$ cat config.mk
export PLATFORM = sky130hd
export DESIGN_NAME = lz_byte_stream_decompressor_top
export DESIGN_NICKNAME = d
export VERILOG_FILES = /design/src/lzd_pkg.sv /design/src/lzd_datapath.sv /design/src/lzd_ctrl.sv /design/src/lz_byte_stream_decompressor_top.sv
export SDC_FILE = /design/constraint.sdc
export NUM_CORES = 2
export LEC_CHECK = 0
export BUFFER_PORTS_ARGS = -buffer_cell sky130_fd_sc_hd__buf_2
export CAP_MARGIN = 20
export CORE_MARGIN = 8
export CORE_UTILIZATION = 57
export DETAILED_ROUTE_END_ITERATION = 10
export PLACE_DENSITY_LB_ADDON = 0.15
export REMOVE_ABC_BUFFERS = 1
export SKIP_CTS_REPAIR_TIMING = 1
export SLEW_MARGIN = 20
export SYNTH_ARGS = -nofsm -noshare
export SYNTH_HDL_FRONTEND = slang
export SYNTH_HIERARCHICAL = 1
export SYNTH_SLANG_ARGS = --single-unit
$ cat constraint.sdc
create_clock -name clk -period 9.6 [get_ports clk]
set_input_delay 0.96 -clock clk [delete_from_list [all_inputs] [get_ports clk]]
set_output_delay 0.96 -clock clk [all_outputs]
set_load 0.02 [all_outputs]
$ cat src/lzd_pkg.sv
`timescale 1ns / 1ps
// ----------------------------------------------------------------------------
// lzd_pkg
// Types, constants and command/status structs for the LZ byte stream decompressor.
// ----------------------------------------------------------------------------
package lzd_pkg;

  localparam int DEFAULT_LANES = 8;
  localparam logic [23:0] TOTAL_LEN_RESET = 24'd65536;

  typedef enum logic [2:0] {
    PH_CTRL     = 3'd0,
    PH_LIT_EXT  = 3'd1,
    PH_LEN_EXT  = 3'd2,
    PH_LITERALS = 3'd3,
    PH_OFFSET   = 3'd4,
    PH_EMIT     = 3'd5
  } phase_t;

  // controller -> datapath
  typedef struct packed {
    logic       put;       // write one byte into history and pack lane
    logic [1:0] src;       // byte source
    logic       rd;        // register the history entry at the copy source
    logic       flush;     // emit the packed word
    logic       last;      // last result of this request
    logic       done;      // stream done flag on this result
    logic       set_dist;  // capture distance from input byte
  } dp_cmd_t;

  localparam logic [1:0] SRC_INPUT = 2'd0;
  localparam logic [1:0] SRC_ZERO  = 2'd1;
  localparam logic [1:0] SRC_HIST  = 2'd2;

  // datapath -> controller
  typedef struct packed {
    logic       out_busy;  // output register still holds a result
    logic       lanes_full;
    logic       lanes_empty;
    logic       reached;   // bytes written >= total length
  } dp_stat_t;

endpackage

$ cat src/lzd_datapath.sv
`timescale 1ns / 1ps
// ----------------------------------------------------------------------------
// lzd_datapath
// History memory, byte counter, lane packer and output register.
// ----------------------------------------------------------------------------
module lzd_datapath import lzd_pkg::*; #(
  parameter int OUT_LANES = DEFAULT_LANES
) (
  input  logic                  clk,
  input  logic                  rst,
  input  logic [7:0]            in_byte,
  input  logic [23:0]           total_length,
  input  dp_cmd_t               cmd,
  output dp_stat_t              stat,
  output logic                  out_valid,
  input  logic                  out_stall,
  output logic [63:0]           out_bytes,
  output logic [3:0]            out_count,
  output logic                  last_of_run,
  output logic                  stream_done
);

  localparam int LW = (OUT_LANES > 1) ? $clog2(OUT_LANES) : 1;

  logic [7:0]  hist [256];
  logic [7:0]  hist_rd;
  logic        hist_blank;   // copy source lies before the first byte written
  logic [24:0] bytes_written;
  logic [8:0]  copy_dist;
  logic [7:0]  rd_addr;
  logic [7:0]  wr_byte;
  logic [63:0] pack;
  logic [3:0]  lanes;
  logic [LW-1:0] lane_idx;

  // a distance of 256 wraps onto the slot about to be written
  assign rd_addr = 8'(bytes_written[7:0] - copy_dist[7:0]);

  // a registered history read precedes each copied put, so a distance of 1 sees the
  // byte put just before
  always_ff @(posedge clk) begin
    if (cmd.put) hist[bytes_written[7:0]] <= wr_byte;
    if (cmd.rd) hist_rd <= hist[rd_addr];
  end

  always_comb begin
    case (cmd.src)
      SRC_INPUT: wr_byte = in_byte;
      SRC_HIST:  wr_byte = hist_blank ? 8'd0 : hist_rd;
      default:   wr_byte = 8'd0;
    endcase
  end

  assign lane_idx = lanes[LW-1:0];

  always_ff @(posedge clk) begin
    if (rst) begin
      bytes_written <= '0;
      lanes <= '0;
      pack <= '0;
      out_valid <= 1'b0;
      out_bytes <= '0;
      out_count <= '0;
      last_of_run <= 1'b0;
      stream_done <= 1'b0;
      copy_dist <= 9'd256;
      hist_blank <= 1'b0;
    end else begin
      if (cmd.set_dist) copy_dist <= (in_byte == 8'd0) ? 9'd256 : {1'b0, in_byte};
      if (cmd.rd) hist_blank <= (bytes_written < {16'd0, copy_dist});
      if (cmd.put) begin
        bytes_written <= bytes_written + 25'd1;
        pack[lane_idx*8 +: 8] <= wr_byte;
        lanes <= lanes + 4'd1;
      end else if (cmd.flush) begin
        lanes <= '0;
        pack <= '0;
      end
      if (cmd.flush) begin
        out_valid <= 1'b1;
        out_bytes <= pack;
        out_count <= lanes;
        last_of_run <= cmd.last;
        stream_done <= cmd.done;
      end else if (!out_stall) begin
        out_valid <= 1'b0;
      end
    end
  end

  assign stat.out_busy = out_valid && out_stall;
  assign stat.lanes_full = (lanes == 4'(OUT_LANES));
  assign stat.lanes_empty = (lanes == 4'd0);
  assign stat.reached = (bytes_written >= {1'b0, total_length});

endmodule

$ cat src/lzd_ctrl.sv
`timescale 1ns / 1ps
// ----------------------------------------------------------------------------
// lzd_ctrl
// Token parser and emission sequencer.
// ----------------------------------------------------------------------------
module lzd_ctrl import lzd_pkg::*; (
  input  logic       clk,
  input  logic       rst,
  input  logic       in_valid,
  output logic       in_stall,
  input  logic [7:0] in_byte,
  input  dp_stat_t   stat,
  output dp_cmd_t    cmd
);

  phase_t     phase, phase_next;
  phase_t     resume, resume_next;   // parse phase after generation
  logic [7:0] control_byte, control_byte_next;
  logic [7:0] literals_left, literals_left_next;
  logic [7:0] run_length, run_length_next;
  logic [8:0] work, work_next;     // bytes left to generate
  logic       copy, copy_next;     // generated bytes come from history
  logic       rd_done, rd_done_next; // history read issued for next copy byte
  logic       finished, finished_next;
  logic       tok_end, tok_end_next; // generation ends the token
  logic       acc;
  logic [7:0] cb;
  logic [7:0] ll;
  logic [7:0] rl;
  logic       count_known;
  logic       len_known;
  logic       end_now;

  assign in_stall = (phase == PH_EMIT);
  assign acc = in_valid && !in_stall;

  always_ff @(posedge clk) begin
    if (rst) begin
      phase <= PH_CTRL;
      resume <= PH_CTRL;
      control_byte <= '0;
      literals_left <= '0;
      run_length <= '0;
      work <= '0;
      copy <= 1'b0;
      rd_done <= 1'b0;
      finished <= 1'b0;
      tok_end <= 1'b0;
    end else begin
      phase <= phase_next;
      resume <= resume_next;
      control_byte <= control_byte_next;
      literals_left <= literals_left_next;
      run_length <= run_length_next;
      work <= work_next;
      copy <= copy_next;
      rd_done <= rd_done_next;
      finished <= finished_next;
      tok_end <= tok_end_next;
    end
  end

  always_comb begin
    phase_next = phase;
    resume_next = resume;
    control_byte_next = control_byte;
    literals_left_next = literals_left;
    run_length_next = run_length;
    work_next = work;
    copy_next = copy;
    rd_done_next = rd_done;
    finished_next = finished;
    tok_end_next = tok_end;
    cmd = '0;
    cb = control_byte;
    ll = literals_left;
    rl = run_length;
    count_known = 1'b0;
    len_known = 1'b0;
    end_now = 1'b0;
    if (phase == PH_EMIT) begin
      if (work == 9'd0) begin
        // final result of this request; an empty token only reports the end
        if (!stat.out_busy) begin
          end_now = tok_end && stat.reached;
          cmd.flush = end_now || !stat.lanes_empty;
          cmd.last = 1'b1;
          cmd.done = end_now;
          if (end_now) finished_next = 1'b1;
          phase_next = resume;
        end
      end else if (stat.lanes_full) begin
        if (!stat.out_busy) cmd.flush = 1'b1;
      end else if (copy && !rd_done) begin
        cmd.rd = 1'b1;
        rd_done_next = 1'b1;
      end else begin
        cmd.put = 1'b1;
        cmd.src = copy ? SRC_HIST : SRC_ZERO;
        rd_done_next = 1'b0;
        work_next = work - 9'd1;
      end
    end else if (acc && !finished) begin
      case (phase)
        PH_LIT_EXT: begin
          ll = (in_byte == 8'd0) ? 8'd255 : in_byte - 8'd1;
          count_known = 1'b1;
        end
        PH_LEN_EXT: begin
          rl = in_byte;
          len_known = 1'b1;
        end
        PH_LITERALS: begin
          // put this literal now, the payload may change after acceptance
          cmd.put = 1'b1;
          cmd.src = SRC_INPUT;
          ll = literals_left - 8'd1;
          phase_next = PH_EMIT;
          work_next = '0;
          copy_next = 1'b0;
          tok_end_next = 1'b0;
          if (ll != 8'd0) resume_next = PH_LITERALS;
          else if (cb[3]) resume_next = PH_OFFSET;
          else begin
            work_next = {1'b0, rl};
            tok_end_next = 1'b1;
            resume_next = PH_CTRL;
          end
        end
        PH_OFFSET: begin
          cmd.set_dist = 1'b1;
          work_next = {1'b0, rl} + 9'd2;
          copy_next = 1'b1;
          tok_end_next = 1'b1;
          resume_next = PH_CTRL;
          phase_next = PH_EMIT;
        end
        default: begin
          cb = in_byte;
          if (in_byte[2:0] == 3'd0) phase_next = PH_LIT_EXT;
          else begin
            ll = {5'd0, in_byte[2:0]} - 8'd1;
            count_known = 1'b1;
          end
        end
      endcase
      // literal count known: take the length from the nibble or wait for it
      if (count_known) begin
        if (cb[7:4] == 4'd0) phase_next = PH_LEN_EXT;
        else begin
          rl = {4'd0, cb[7:4]};
          len_known = 1'b1;
        end
      end
      // length known: pick literals, offset or zero run
      if (len_known) begin
        if (ll != 8'd0) phase_next = PH_LITERALS;
        else if (cb[3]) phase_next = PH_OFFSET;
        else begin
          phase_next = PH_EMIT;
          work_next = {1'b0, rl};
          copy_next = 1'b0;
          tok_end_next = 1'b1;
          resume_next = PH_CTRL;
        end
      end
      control_byte_next = cb;
      literals_left_next = ll;
      run_length_next = rl;
    end
  end

endmodule

$ cat src/lz_byte_stream_decompressor_top.sv
`timescale 1ns / 1ps
// ----------------------------------------------------------------------------
// lz_byte_stream_decompressor_top
// LZ77 byte stream decompressor with 256-byte history.
// ----------------------------------------------------------------------------
// Input channel in_valid/in_stall moves one compressed byte per request.
// Output channel out_valid/out_stall moves up to OUT_LANES bytes per result,
// with out_count, last_of_run on the final result of an input byte and
// stream_done once a token reaches total_length.
// Configuration channel cfg_valid/cfg_ready writes total_length (reset 65536).
// Header bytes are taken one per cycle while no request generates. The accepting
// cycle of a literal byte puts it; the emit phase then loads the output register
// with its result. A zero run puts its bytes and flushes each full word; a
// history copy does the same, but each copied byte needs a registered history
// read before its write. An empty token still enters the emit phase to finish.
// in_stall is high while a request generates; each result load waits while
// out_stall holds the output register, which keeps its payload.
// Reset (rst, synchronous) returns the parser to the control byte; history
// contents are not cleared, but copies reaching before the first byte read
// zero. After stream_done every input byte is swallowed until reset.
// ----------------------------------------------------------------------------
module lz_byte_stream_decompressor_top import lzd_pkg::*; #(
  parameter int OUT_LANES = DEFAULT_LANES
) (
  input  logic        clk,
  input  logic        rst,
  input  logic        in_valid,
  output logic        in_stall,
  input  logic [7:0]  in_byte,
  output logic        out_valid,
  input  logic        out_stall,
  output logic [63:0] out_bytes,
  output logic [3:0]  out_count,
  output logic        last_of_run,
  output logic        stream_done,
  input  logic        cfg_valid,
  output logic        cfg_ready,
  input  logic [23:0] cfg_data
);

  logic [23:0] total_length;
  dp_cmd_t     cmd;
  dp_stat_t    stat;

  assign cfg_ready = 1'b1;

  always_ff @(posedge clk) begin
    if (rst) total_length <= TOTAL_LEN_RESET;
    else if (cfg_valid && cfg_ready) total_length <= cfg_data;
  end

  lzd_ctrl u_ctrl (
    .clk, .rst, .in_valid, .in_stall, .in_byte, .stat, .cmd
  );

  lzd_datapath #(.OUT_LANES(OUT_LANES)) u_dp (
    .clk, .rst, .in_byte, .total_length, .cmd, .stat,
    .out_valid, .out_stall, .out_bytes, .out_count, .last_of_run, .stream_done
  );

  a_hold: assert property (@(posedge clk) disable iff (rst)
    out_valid && out_stall |=> out_valid && $stable(out_bytes))
    else $error("output result changed while stalled");
  a_count: assert property (@(posedge clk) disable iff (rst)
    out_valid |-> out_count <= 4'(OUT_LANES))
    else $error("out_count beyond lanes");
  a_done_last: assert property (@(posedge clk) disable iff (rst)
    out_valid && stream_done |-> last_of_run)
    else $error("done without last");

endmodule

==> key figures <==
Setup path
  • WP data arrival: ~6100 ps
  • Max FO, Critical Path: 137
  • Critical path required time: 10180 ps
  • Critical path capture point type: register
  • Crit Path Class: register to register
  • Startpoint type of the worst setup path: register
  • FF-to-FF path depth: 10
  • Flop-to-flop setup slack: 4100 ps

STA
  • Peak Freq: 182 MHz
  • RSZ-0062 raised after global routing: no
  • Final setup fails: 0
  • Final min period: 5500 ps
  • Crit share post-route: 57.3%
  • Max_slew headroom: 17.2%
  • Worst slew pin tran: 1240 ps
  • Final Hold Vio Count: 0
  • Worst hold slack: 360 ps
  • Max-slew violations: 0
  • Final Skew: between 60 and 70 ps

Clock tree
  • Clk_lat worst skew: 860 ps
  • CTS tree: yes
  • Number of buffers created by CTS: ~220
  • CTS Buffer Depth: 3
  • CTS root buffer: clkbuf_16
  • Htree depth: 4
  • CTS Sinks: 2294
  • Clk pin slew, worst setup/hold paths: 60 ps

Synthesis
  • Syn Inst Count: approximately 4700
  • Distinct cells, synth: 82
  • Cell taking the most area after synthesis: edfxtp_1
  • Avg Cell Area, Syn: 19.3 um2
  • Primary FF master, synth: edfxtp_1
  • Register area share after synthesis: 72.8%
  • Post-synthesis instance area: 0.0913 mm2
  • Synthesized flop and latch total: 2294
  • Top-area cell type share of the netlist area: 67.6%
  • Yosys warnings: 6
  • Number of synthesized flops with an enable pin: 2056
  • Post-synth ARST share: 0%
  • Top post-synthesis cells by area: edfxtp_1 68%, mux4_2 16%, dfxtp_1 5.2%

Final layout
  • Layout area overhead: 11.4%
  • Final nets: 4956
  • Ratio of cells with drive above 1 in the final layout: 23.7%
  • Commonest non-fill, non-tap cell in the layout: edfxtp_1
  • Layout fillers: 10800
  • Antenna Cells: 0
  • Most frequent cells in the layout: 2056 x edfxtp_1, 640 x mux4_2, 563 x nor2_1

GRT
  • First-pass GRT wire length: 313 mm
  • Largest net degree at the start of global routing: 257
  • Vias in the first global route: 45900
  • Congestion Overflow GR: 0
  • Initial antenna violation count: 2
  • Total GRT Usage: 24.3%

Floorplan
  • Die width: 416 um
  • Ports: between 100 and 150
  • Die ar.: about 0.17 mm2
  • Die Span Y: 416 um
  • Core area: 0.160 mm2
  • Num rows: 147
  • Starting Density: 57.1%

Route
  • Drt total wl: 212 mm
  • Drt pass-1 iters: 6
  • Starting DRT DRC Count: 5227
  • Drc violations: 0
  • Via/cell ratio: 6.39
  • Via Count: between 40000 and 50000
  • Drt wl/cell: 29.6 um
  • Final ANT Viol Nets: 0

Placed design
  • IO buf count: 108
  • RePlAce Congestion: 0.839
  • HPWL Detailed: between 100 and 150 mm

Flow run
  • Max Cap Violations: 0

Power
  • Lkg Pwr: 32.6 nW
  • Peak VDD IR: a little under 0.2 mV
  • Final Total Pwr: 20.6 mW
  • Pwr/cell area: 203 mW/mm2

Hold path
  • Hold WC Path Type: input pin to register
  • Hold path cells: 2

Run status
  • Status: finished, final reports clean
## registers in the layout, summed over array words and instances (netlist names)
signal / cells
u_dp/copy_dist: 9
u_ctrl/phase: 3
u_dp/out_count: 4
u_ctrl/tok_end: 1
u_dp/hist_blank: 1
u_ctrl/finished: 1
u_ctrl/literals_left: 8
u_dp/hist_rd: 8
u_ctrl/copy: 1
u_dp/bytes_written: 25
u_ctrl/rd_done: 1
u_dp/pack: 64
total_length: 24
u_dp/last_of_run: 1
u_dp/lanes: 4
u_dp/out_bytes: 64
u_ctrl/run_length: 8
u_dp/stream_done: 1
u_dp/out_valid: 1
u_ctrl/control_byte: 5
u_ctrl/resume: 3
u_dp/hist: 2048
u_ctrl/work: 9
## power breakdown
part	internal, mW	switching, mW	leakage (nW)	total (mW)
Combinational	0.368	0.584	8.58	0.952
Sequential	10.9	0.0277	20.4	10.9
Clock	5.00	3.75	3.60	8.75
## cells by family after synthesis
kind of cell	Yosys count	share of synthesized area (%)
compound gates	269	1.90
xor+xnor	36	0.354
fa+ha+maj	47	0.652
buf+inv	335	1.70
flops	2294	72.8
mux	871	18.3
other cells	1	0.00411
simple gates	881	4.23
## metrics by stage
stage	util (%)	cells	setup TNS [ps]	area, um2	setup WS, ps
after floorplan	-	4456	-2593280	90000	-12120
after global placement	58.8	6721	0	94000	4120
after detailed placement	58.8	6722	0	94000	4100
after CTS	63.5	7144	0	101000	4100
after global routing	63.6	7154	0	102000	3970
final	63.6	7154	0	102000	4100
## worst max-delay path, cell delays in order (launching register included)
cell and delay, ps:
dfxtp_1 420, inv_1 170, ha_4 200, fa_4 1360, buf_12 700, mux4_2 430, mux4_2 510, mux2i_1 590
mux2i_1 340, mux2i_1 200, mux2i_1 90
## cell type report
type,instances,area [um2],share of cell area (%)
clock inverters,132,1400,1.38
inverters,57,214,0.210
multi-input cells,2105,23400,23.1
repair buffers,190,1450,1.43
flip-flops and latches,2294,66500,65.4
well taps,2086,2610,2.57
clock buffers,290,6040,5.94
## per-layer routing
| metal | vias up | share of wire [%] | wire length, um | track usage (%) |
|---|---|---|---|---|
| met1 | 24100 | 41 | 87400 | 35.2 |
| met5 | - | 0.0061 | 13 | 0 |
| met3 | 312 | 7.4 | 15600 | 4.00 |
| met2 | 1812 | 49 | 103000 | 39.0 |
| met4 | 2 | 2.6 | 5500 | 6.53 |
| li1 | 19400 | - | - | - |
## cell usage after synthesis (5+ instances only)
library cell  number
or2_2              6
mux2i_1          231
o21ai_1            7
nor2_1           576
buf_2             57
xor2_1            16
edfxtp_1        2056
xnor2_1           19
a221oi_1           9
nand3b_1          11
o21ai_0           35
nor4_1            13
dfxtp_1          238
nor2b_1           18
a211oi_1          18
ha_1              46
nor3b_1            7
and3_1             8
and2_1             5
nand3_1           41
clkbuf_1         147
or3_1             13
or4_1              5
a21oi_1           64
buf_1             30
nor3_1            19
o22ai_1            6
buf_6              9
nand2b_1          21
o21a_1             5
a21o_1            12
a31oi_1           63
nand4_1           17
mux4_2           640
nand2_1          102
buf_4             32
inv_1             56
a22oi_1            8
## worst paths after layout
kind,start,endpoint
worst max-delay path,u_dp/bytes_written[0],u_dp/hist_rd[3]
worst min-delay path,cfg_data[16],total_length[16]
worst max register to register,u_dp/bytes_written[0],u_dp/hist_rd[3]
worst min register to register,u_ctrl/tok_end,u_ctrl/tok_end
Note: power is estimated with default switching activity, not from simulation.
